===== src/rtl/pdh_pkg.sv =====
package pdh_pkg;

    localparam int TIMER_WIDTH = 16;
    localparam int CFG_WIDTH   = 16;
    localparam int CMP_WIDTH   = (TIMER_WIDTH > CFG_WIDTH) ? TIMER_WIDTH : CFG_WIDTH;

    localparam logic [1:0] CMD_TICK       = 2'd0;
    localparam logic [1:0] CMD_ACTIVATE   = 2'd1;
    localparam logic [1:0] CMD_DEACTIVATE = 2'd2;

    localparam logic [1:0] CFG_DEBOUNCE_ON = 2'd0;
    localparam logic [1:0] CFG_HOLD_OFF    = 2'd1;
    localparam logic [1:0] CFG_ON_LEVEL    = 2'd2;
    localparam logic [1:0] CFG_INVERT      = 2'd3;

    typedef logic [TIMER_WIDTH-1:0] t_timer;

    typedef struct packed {
        logic [1:0] command;
        logic       pin_level;
    } t_in_item;

    typedef struct packed {
        logic drive_enable;
        logic drive_level;
        logic notify_valid;
        logic notify_on;
    } t_out_item;

    typedef struct packed {
        logic [CFG_WIDTH-1:0] debounce_on_ms;
        logic [CFG_WIDTH-1:0] hold_off_ms;
        logic                 on_level;
        logic                 invert_output;
    } t_cfg;

endpackage


===== src/rtl/pdh_in_if.sv =====
interface pdh_in_if;
    logic               valid;
    logic               ready;
    pdh_pkg::t_in_item  item;

    modport source (output valid, output item, input ready);
    modport sink (input valid, input item, output ready);
endinterface


===== src/rtl/pdh_out_if.sv =====
interface pdh_out_if;
    logic               valid;
    logic               ready;
    pdh_pkg::t_out_item item;

    modport source (output valid, output item, input ready);
    modport sink (input valid, input item, output ready);
endinterface


===== src/rtl/pdh_cfg_if.sv =====
interface pdh_cfg_if;
    logic                           valid;
    logic                           ready;
    logic [1:0]                     index;
    logic [pdh_pkg::CFG_WIDTH-1:0]  data;

    modport source (output valid, output index, output data, input ready);
    modport sink (input valid, input index, input data, output ready);
endinterface


===== src/rtl/pdh_cfg_regs.sv =====
module pdh_cfg_regs (
    input  logic          i_clk,
    input  logic          i_rst_n,
    pdh_cfg_if.sink       i_cfg,
    output pdh_pkg::t_cfg o_cfg
);
    import pdh_pkg::*;

    t_cfg r_cfg;

    assign i_cfg.ready = 1'b1;
    assign o_cfg       = r_cfg;

    always_ff @(posedge i_clk) begin
        if (!i_rst_n) begin
            r_cfg.debounce_on_ms <= '0;
            r_cfg.hold_off_ms    <= '0;
            r_cfg.on_level       <= 1'b1;
            r_cfg.invert_output  <= 1'b0;
        end else if (i_cfg.valid) begin
            case (i_cfg.index)
                CFG_DEBOUNCE_ON: r_cfg.debounce_on_ms <= i_cfg.data;
                CFG_HOLD_OFF:    r_cfg.hold_off_ms    <= i_cfg.data;
                CFG_ON_LEVEL:    r_cfg.on_level       <= i_cfg.data[0];
                CFG_INVERT:      r_cfg.invert_output  <= i_cfg.data[0];
                default: ;
            endcase
        end
    end

endmodule


===== src/rtl/pdh_core.sv =====
module pdh_core (
    input  logic               i_clk,
    input  logic               i_rst_n,
    input  pdh_pkg::t_cfg      i_cfg,
    input  logic               i_step,
    input  pdh_pkg::t_in_item  i_item,
    output pdh_pkg::t_out_item o_result
);
    import pdh_pkg::*;

    logic   r_last_known, n_last_known;
    logic   r_last_level, n_last_level;
    logic   r_out_known, n_out_known;
    logic   r_out_level, n_out_level;
    logic   r_on_pending, n_on_pending;
    logic   r_holding, n_holding;
    t_timer r_deb_el, n_deb_el;
    t_timer r_hold_el, n_hold_el;
    logic   r_suspended, n_suspended;

    logic   pass_en;
    logic   pass_lvl;
    logic   pass_out;
    logic   note_valid;
    logic   note_on;
    logic   out_means_on;
    logic   changed;
    logic   drive;

    assign out_means_on = r_out_known &&
                          ((r_out_level ^ i_cfg.invert_output) == i_cfg.on_level);
    assign changed  = !r_last_known || (i_item.pin_level != r_last_level);

    // next state
    always_comb begin
        n_last_known = r_last_known;
        n_last_level = r_last_level;
        n_out_known  = r_out_known;
        n_out_level  = r_out_level;
        n_on_pending = r_on_pending;
        n_holding    = r_holding;
        n_deb_el     = r_deb_el;
        n_hold_el    = r_hold_el;
        n_suspended  = r_suspended;
        pass_en      = 1'b0;
        pass_lvl     = 1'b0;
        pass_out     = 1'b0;
        note_valid   = 1'b0;
        note_on      = 1'b0;
        case (i_item.command)
            CMD_TICK: begin
                // elapsed counters saturate
                n_deb_el  = (r_deb_el == '1) ? r_deb_el : r_deb_el + 1'b1;
                n_hold_el = (r_hold_el == '1) ? r_hold_el : r_hold_el + 1'b1;
                if (changed) begin
                    n_last_known = 1'b1;
                    n_last_level = i_item.pin_level;
                    if (i_item.pin_level == i_cfg.on_level) begin
                        if (i_cfg.debounce_on_ms != '0) begin
                            n_deb_el     = '0;
                            n_on_pending = 1'b1;
                        end else if (r_holding) begin
                            n_on_pending = 1'b1;
                        end
                        if (!n_on_pending) begin
                            pass_en  = 1'b1;
                            pass_lvl = i_item.pin_level;
                        end
                    end else begin
                        if (i_cfg.hold_off_ms != '0 && r_out_known) begin
                            n_holding = 1'b1;
                            n_hold_el = '0;
                        end
                        n_on_pending = 1'b0;
                        pass_en      = 1'b1;
                        pass_lvl     = i_item.pin_level;
                    end
                end
                if (n_holding && CMP_WIDTH'(n_hold_el) >= CMP_WIDTH'(i_cfg.hold_off_ms)) begin
                    n_holding = 1'b0;
                end
                // a pending on never coincides with a pass from a level change
                if (n_on_pending && !n_holding &&
                    CMP_WIDTH'(n_deb_el) >= CMP_WIDTH'(i_cfg.debounce_on_ms)) begin
                    pass_en      = 1'b1;
                    pass_lvl     = i_cfg.on_level;
                    n_on_pending = 1'b0;
                end
                pass_out = pass_lvl ^ i_cfg.invert_output;
                if (pass_en && (!r_out_known || r_out_level != pass_out)) begin
                    n_out_known = 1'b1;
                    n_out_level = pass_out;
                    if (!r_suspended) begin
                        note_valid = 1'b1;
                        note_on    = (pass_lvl == i_cfg.on_level);
                    end
                end
            end
            CMD_ACTIVATE: begin
                if (r_suspended) begin
                    n_suspended = 1'b0;
                    if (out_means_on) begin
                        note_valid = 1'b1;
                        note_on    = 1'b1;
                    end
                end
            end
            CMD_DEACTIVATE: begin
                if (!r_suspended) begin
                    n_suspended = 1'b1;
                    if (out_means_on) begin
                        note_valid = 1'b1;
                        note_on    = 1'b0;
                    end
                end
            end
            default: ;
        endcase
    end

    assign drive                 = !n_suspended && n_out_known;
    assign o_result.drive_enable = drive;
    assign o_result.drive_level  = drive & n_out_level;
    assign o_result.notify_valid = note_valid;
    assign o_result.notify_on    = note_valid & note_on;

    always_ff @(posedge i_clk) begin
        if (!i_rst_n) begin
            r_last_known <= 1'b0;
            r_last_level <= 1'b0;
            r_out_known  <= 1'b0;
            r_out_level  <= 1'b0;
            r_on_pending <= 1'b0;
            r_holding    <= 1'b0;
            r_deb_el     <= '0;
            r_hold_el    <= '0;
            r_suspended  <= 1'b1;
        end else if (i_step) begin
            r_last_known <= n_last_known;
            r_last_level <= n_last_level;
            r_out_known  <= n_out_known;
            r_out_level  <= n_out_level;
            r_on_pending <= n_on_pending;
            r_holding    <= n_holding;
            r_deb_el     <= n_deb_el;
            r_hold_el    <= n_hold_el;
            r_suspended  <= n_suspended;
        end
    end

endmodule


===== src/rtl/pin_proxy_debounce_hold_off.sv =====
// o_result.valid rises once an accepted request has passed the input register and the result register
// throughput: one request per cycle while the result is taken, input register feeds state logic and result register
// i_sample.ready falls only while both the input and result registers hold and
// the result is not being taken
// reset (i_rst_n low, synchronous): pipeline empty, output never driven, proxy suspended,
// timers zero, registers at their defaults
module pin_proxy_debounce_hold_off (
    input  logic      i_clk,
    input  logic      i_rst_n,
    pdh_cfg_if.sink   i_cfg,
    pdh_in_if.sink    i_sample,
    pdh_out_if.source o_result
);
    import pdh_pkg::*;

    t_cfg      cfg;
    t_out_item result;
    logic      advance;
    logic      step;

    logic      r_s1_valid;
    t_in_item  r_s1_item;
    logic      r_out_valid;
    t_out_item r_out_item;

    assign advance        = !r_out_valid || o_result.ready;
    assign step           = r_s1_valid && advance;
    assign i_sample.ready = !r_s1_valid || advance;
    assign o_result.valid = r_out_valid;
    assign o_result.item  = r_out_item;

    pdh_cfg_regs u_cfg_regs (
        .i_clk   (i_clk),
        .i_rst_n (i_rst_n),
        .i_cfg   (i_cfg),
        .o_cfg   (cfg)
    );

    pdh_core u_core (
        .i_clk    (i_clk),
        .i_rst_n  (i_rst_n),
        .i_cfg    (cfg),
        .i_step   (step),
        .i_item   (r_s1_item),
        .o_result (result)
    );

    always_ff @(posedge i_clk) begin
        if (!i_rst_n) begin
            r_s1_valid  <= 1'b0;
            r_out_valid <= 1'b0;
        end else begin
            if (i_sample.ready) begin
                r_s1_valid <= i_sample.valid;
            end
            if (advance) begin
                r_out_valid <= r_s1_valid;
            end
        end
    end

    always_ff @(posedge i_clk) begin
        if (i_sample.valid && i_sample.ready) begin
            r_s1_item <= i_sample.item;
        end
        if (step) begin
            r_out_item <= result;
        end
    end

endmodule


===== src/flat_wrapper.sv =====
// flat-port wrapper written by rule: the top's interface ports become plain ports
module pin_proxy_debounce_hold_off_flat import pdh_pkg::*;
  (i_clk, i_rst_n, i_cfg_valid, i_cfg_index, i_cfg_data, i_cfg_ready, i_sample_valid, i_sample_item, i_sample_ready, o_result_valid, o_result_item, o_result_ready);
  pdh_cfg_if i_cfg_i ();
  pdh_in_if i_sample_i ();
  pdh_out_if o_result_i ();
  input  logic i_clk;
  input  logic i_rst_n;
  input wire logic [$bits(i_cfg_i.valid)-1:0] i_cfg_valid;
  input wire logic [$bits(i_cfg_i.index)-1:0] i_cfg_index;
  input wire logic [$bits(i_cfg_i.data)-1:0] i_cfg_data;
  output wire logic [$bits(i_cfg_i.ready)-1:0] i_cfg_ready;
  input wire logic [$bits(i_sample_i.valid)-1:0] i_sample_valid;
  input wire logic [$bits(i_sample_i.item)-1:0] i_sample_item;
  output wire logic [$bits(i_sample_i.ready)-1:0] i_sample_ready;
  output wire logic [$bits(o_result_i.valid)-1:0] o_result_valid;
  output wire logic [$bits(o_result_i.item)-1:0] o_result_item;
  input wire logic [$bits(o_result_i.ready)-1:0] o_result_ready;
  assign i_cfg_i.valid = i_cfg_valid;
  assign i_cfg_i.index = i_cfg_index;
  assign i_cfg_i.data = i_cfg_data;
  assign i_cfg_ready = i_cfg_i.ready;
  assign i_sample_i.valid = i_sample_valid;
  assign i_sample_i.item = i_sample_item;
  assign i_sample_ready = i_sample_i.ready;
  assign o_result_valid = o_result_i.valid;
  assign o_result_item = o_result_i.item;
  assign o_result_i.ready = o_result_ready;
  pin_proxy_debounce_hold_off u_core (.i_clk(i_clk), .i_rst_n(i_rst_n), .i_cfg(i_cfg_i), .i_sample(i_sample_i), .o_result(o_result_i));
endmodule

===== config.mk =====
export PLATFORM = sky130hd
export DESIGN_NAME = pin_proxy_debounce_hold_off_flat
export DESIGN_NICKNAME = d
export VERILOG_FILES = /design/src/rtl/pdh_pkg.sv /design/src/rtl/pdh_in_if.sv /design/src/rtl/pdh_out_if.sv /design/src/rtl/pdh_cfg_if.sv /design/src/rtl/pdh_cfg_regs.sv /design/src/rtl/pdh_core.sv /design/src/rtl/pin_proxy_debounce_hold_off.sv /design/src/flat_wrapper.sv
export SDC_FILE = /design/constraint.sdc
export NUM_CORES = 1
export LEC_CHECK = 0
export BUFFER_PORTS_ARGS = -buffer_cell sky130_fd_sc_hd__buf_2
export CAP_MARGIN = 5
export CORE_ASPECT_RATIO = 0.8
export CORE_UTILIZATION = 33
export CTS_CLUSTER_DIAMETER = 60
export DETAILED_ROUTE_END_ITERATION = 10
export PLACE_DENSITY = 0.56
export SYNTH_ARGS = -nofsm -noshare
export SYNTH_HDL_FRONTEND = slang
export SYNTH_SLANG_ARGS = --single-unit

===== constraint.sdc =====
create_clock -name i_clk -period 3.5 [get_ports i_clk]
set_input_delay 0.525 -clock i_clk [delete_from_list [all_inputs] [get_ports i_clk]]
set_output_delay 0.525 -clock i_clk [all_outputs]
set_load 0.005 [all_outputs]

Yosys cells after proc, flatten, opt, wreduce, memory -nomap -nowiden
Cells that the tools add are included.

Input port bits: 26. Output and inout bits: 7. Logic and storage cells: 119. Bits in registers: 82.

Eq/ne operators: 12. Magnitude comparators: 2. Muxes and demuxes: 49. Bitwise logic cells: 4. Reduce and logical (&&, ||, !) cells: 29. Add/sub/neg operators: 2.

Operators by type and width (count): two-way mux 16 bit (10); two-way mux 1 bit (36); adder 16 x 1 -> 16 bit, second input constant (2); == test 16 bit, second input constant (2); >= comparator 16 bit (2); nonzero test 16 bit (2); AND reduction 2 bit (5); logical AND 1 bit (9); == test 2 bit, second input constant (3); logical NOT 1 bit (6); == test 2 x 1 -> 1 bit, second input constant (2); logical NOT 2 bit (2); logical OR 1 bit (4); case mux 1 bit (2 select lines) (2); == test 1 bit (3); case mux 1 bit (3 select lines) (1); AND reduction 3 bit (1); bitwise AND 1 bit (2); != test 1 bit (2); XOR 1 bit (2).

Logic depth before layout (Yosys ltp)
Depth in word-level cells: 23. Gate-level depth with buffers: 17. Gate-level depth less buffers: 16.

By module
Synthesis repeated with hierarchy kept, for this count alone.

Cell total of the unflattened synthesis: 647. Area total of the unflattened synthesis: 5213.8 um^2.

By module, submodules not included: pdh_core (times used 1, sequential area each 780.7 um^2, cells an instance 496, area each 3549.7 um^2); pdh_cfg_regs (times used 1, sequential area each 680.7 um^2, cells an instance 135, area each 1350.0 um^2); pin_proxy_debounce_hold_off (times used 1, sequential area each 250.2 um^2, cells an instance 16, area each 314.1 um^2).

Least setup slack after synthesis
Ideal clock, no wire load.

Path kind: register to register. Start point: register u_core.u_core.r_deb_el[0]. End point: register u_core.r_out_item (netlist bit u_core.o_result.item[2]) (data pin). Path buffers: 0. Stages on the path, launching flop included: 17. Required time: 3.240 ns. Library setup time: 0.260 ns. Arrival: 3.432 ns. Path slack: -0.192 ns. Period minus slack after synthesis: 3.692 ns. Path through: dfxtp_1 ha_1 nand3_1 nor4_4 nand3_2 nor3b_2 nand2_1 xor2_1 nor2_1 ha_1 nand4_1 nor2_1 a211o_1 a211o_1 a41oi_1 xor2_1 o41ai_1.

RTL lines: start: declaration (RTL line pdh_core.sv:17) `t_timer r_deb_el, n_deb_el;`; start signal: assignment (RTL line pdh_core.sv:145) `r_deb_el <= n_deb_el;`; end signal: assignment (RTL line pin_proxy_debounce_hold_off.sv:67) `r_out_item <= result;`; end: declaration (RTL line pin_proxy_debounce_hold_off.sv:24) `t_out_item r_out_item;`.

==> impl_metrics.py <==
metrics = {
    "run_status": {
        "status": "complete, but fails checks",
        "violations": "setup timing",
    },
    "clock_tree": {
        "cts.clk_slew.worst_paths_ps": 60,
        "cts_made_buffers": 9,
        "cts.htree.levels": 3,
        "tritoncts": "built",
        "cts_root_buf": "clkbuf_16",
        "cts.sinks": 82,
        "ctsLongestPathBuffers": 2,
        "clock_latency_ps": 350,
    },
    "critical_path": {
        "critPathTopFamily": "simple AND/OR/NAND/NOR gates",
        "path_class": "reg -> reg",
        "crit_required_ps": 3680,
        "max_stage_delay_ps": 520,
        "end_kind": "register",
        "crit_path_start_kind": "register",
        "path_max_fanout": 6,
        "crit_slowest_cell": "or4b_4",
        "crit_buf_inv": 0,
        "cp.arrival_ps": 3870,
        "cp_cell_sequence": "and3_4 -> nand4_1 -> or4_4 -> nand4_1 -> xor2_1 -> nor2_1 -> ha_1 -> nand2_1 -> nor4_4 -> or4b_4 -> o2111ai_4 -> a31oi_4 -> or4_4 -> o32ai_2",
    },
    "global_route": {
        "grt_max_degree": 81,
        "grt_pass1_vias": 5068,
        "grt_usage_pct": 18.9,
        "antenna_found_initial": 0,
        "grt_pass1_wl_mm": 24.6,
        "overflow": 0,
    },
    "die": {
        "core.rowCount": 41,
        "chipHeight_um": 116,
        "ios": 33,
        "start_util_pct": 33.8,
        "core_um2": 15800,
        "dieArea_um2": 16700,
        "die_w_um": 144,
    },
    "final_layout": {
        "nets": 868,
        "areaGrowthSynthToFinish_pct": 32.9,
        "antennaDiodeCount": 0,
        "layout-drive-gt1-share_pct": 29.5,
        "layout_common_cells": "nand2_1 (133), buf_4 (126), dfxtp_1 (65)",
        "final_common_cell": "nand2_1",
        "final_util_pct": 44.9,
    },
    "sta": {
        "setup_viol": 5,
        "holdWs_ps": 350,
        "relSlewSlack_pct": 40.8,
        "period_needed_ps": 3690,
        "fin_crit_sh_pct": 105,
        "max_freq_ghz": 0.271,
        "worst_pin_slew_ps": 885,
        "postLayoutSetupSlackWorst_ps": -188,
        "drv_slew": 0,
        "rsz0062_at_grt": "true",
        "finClkSkew_ps": 7.60,
        "finalHoldViolCount": 0,
    },
    "power_and_ir_drop": {
        "power_frac_seq_pct": 41.6,
        "clockPowerShare_pct": 44.1,
        "p_leak_nw": 2.84,
        "powerDensity_nw_per_um2": 334,
        "fin_total_pwr_w": 0.00237,
        "intPower_w": 0.00176,
        "ir_drop_mv": 0.241,
        "combPwrFrac_pct": 14.4,
        "p_switching_w": 0.000606,
        "p_sw_share_pct": 25.6,
    },
    "placed_design": {
        "hpwl_mm": 11.0,
        "gp_congestion": 0.840,
        "port_buffers": 31,
    },
    "drt": {
        "ant_nets": 0,
        "drc": 0,
        "vias": 5086,
        "wl_per_cell_um": 14.4,
        "finalWirelength_mm": 14.7,
        "vias_per_cell": 4.97,
        "dr.pass1.iters": 7,
        "drtIter0Drc": 208,
    },
    "synth": {
        "synth_edf_count": 7,
        "synth_area_um2": 5340,
        "ys_seq_area_share_pct": 32.1,
        "netlist_instances": 673,
        "ys.flop_type": "dfxtp_1",
        "synthArstFlopShare_pct": 0,
        "yosys_warnings": 0,
        "synth_fp_nets": 737,
        "synth_cell_type_count": 76,
        "syn_area_per_cell_um2": 7.93,
        "ys_ff_latch": 82,
    },
    "run": {
        "cap_violations": 0,
    },
    "hold_path": {
        "hold_path.class": "in -> reg",
    },
}
==> flip-flops by register name, indices dropped and copies added (netlist names) <==
signal / count
u_core.u_core.r_on_pending: 1
u_core.o_result.valid: 1
u_core.r_s1_item: 3
u_core.u_core.r_hold_el: 16
u_core.u_core.r_last_level: 1
u_core.u_core.r_last_known: 1
u_core.u_core.r_out_known: 1
u_core.r_s1_valid: 1
u_core.u_core.r_deb_el: 16
u_core.u_cfg_regs.o_cfg: 34
u_core.u_core.r_holding: 1
u_core.u_core.r_suspended: 1
u_core.o_result.item: 4
u_core.u_core.r_out_level: 1
==> path summary, 6_finish.rpt <==
path         depth (start not counted)  slack (ps)                                      end                                    start
max                                 14        -190        u_core.o_result.item[1]$_DFFE_PP_  u_core.u_core.r_hold_el[5]$_SDFFE_PN0P_
min                                  1         350            u_core.r_s1_item[2]$_DFFE_PP_                         i_sample_item[2]
max reg2reg                         14        -190        u_core.o_result.item[1]$_DFFE_PP_  u_core.u_core.r_hold_el[5]$_SDFFE_PN0P_
min reg2reg                          2         480  u_core.u_core.r_deb_el[15]$_SDFFE_PN0P_  u_core.u_core.r_deb_el[15]$_SDFFE_PN0P_
==> per-layer routing <==
layer  GRT usage, %  vias up  share of wire (%)
met4           5.96        0                1.7
met1           23.0     2391                 46
li1               -     2596                  -
met2           33.3       79                 49
met5              0        -                  0
met3           4.01       20                3.0
==> cells in the mapped netlist, types with 11 or more instances <==
master | instances | area [µm²]
nor2_1 | 44 | 165
xor2_1 | 14 | 123
nand4_1 | 12 | 75.1
a21boi_0 | 46 | 345
a21oi_1 | 22 | 110
o21ai_0 | 22 | 110
clkbuf_1 | 27 | 101
xnor2_1 | 13 | 114
nand3_1 | 19 | 95.1
ha_1 | 38 | 475
nor2b_1 | 11 | 68.8
dfxtp_1 | 75 | 1500
inv_1 | 40 | 150
nor3_1 | 11 | 55.1
nand2_1 | 135 | 507
==> cell families (layout without fill, tap and decap cells) <==
group | Yosys count | count (layout) | share of synthesized area (%)
xor+xnor | 27 | 27 | 4.43
buf+inv | 78 | 213 | 6.00
fa+ha+maj | 38 | 38 | 8.90
flops | 82 | 82 | 32.1
simple gates | 291 | 292 | 26.9
mux | 6 | 6 | 1.15
other cells | 1 | 1 | 0.0702
compound gates | 150 | 150 | 20.5
==> worst reg2reg max path, cell delays in order, from the launching register on <==
cell and delay, ps:
dfxtp_2 340, and3_4 190, nand4_1 150, or4_4 490, nand4_1 170, xor2_1 220, nor2_1 80, ha_1 270
nand2_1 80, nor4_4 170, or4b_4 520, o2111ai_4 140, a31oi_4 150, or4_4 440, o32ai_2 130
==> through the flow <==
step                      area (µm²)  std cells  setup TNS [ps]  setup WS [ps]
final                           7100       1024            -518           -188
after global routing            7100       1024           -1480           -267
after CTS                       6930       1018            -271          -82.1
after detailed placement        6390        984            -723           -214
after global placement          6390        984            -276           -132
after floorplan                 5380        673            -113          -51.1
==> power groups by stage <==
stage / combinational, W / clock, W / sequential [W]
floorplan: 0.000195 / 0 / 0.00100
finish: 0.000340 / 0.00104 / 0.000985
CTS: 0.000323 / 0.00108 / 0.000986
detailed placement: 0.000309 / 0 / 0.00101
global route: 0.000376 / 0.00111 / 0.000988
global placement: 0.000301 / 0 / 0.00101
==> final cells by class <==
type	count	area [µm²]
well taps	215	269
inverters	40	150
clock inverters	4	55.1
clock buffers	12	278
multi-input cells	514	3510
fillers	1592	8700
repair buffers	157	1100
flip-flops and latches	82	1730
==> timing repair <==
| action | in CTS | in global routing |
|---|---|---|
| pin swaps | 7 | 22 |
| resized for setup | 19 | 26 |
| setup buffers | 17 | 6 |
| setup endpoints to repair | 7 | 7 |
| endpoints found under the hold margin | 0 | 0 |
| hold buffers | 0 | 0 |
| cloned | 1 | 0 |
No activity file was read; power rests on OpenSTA's default activity.
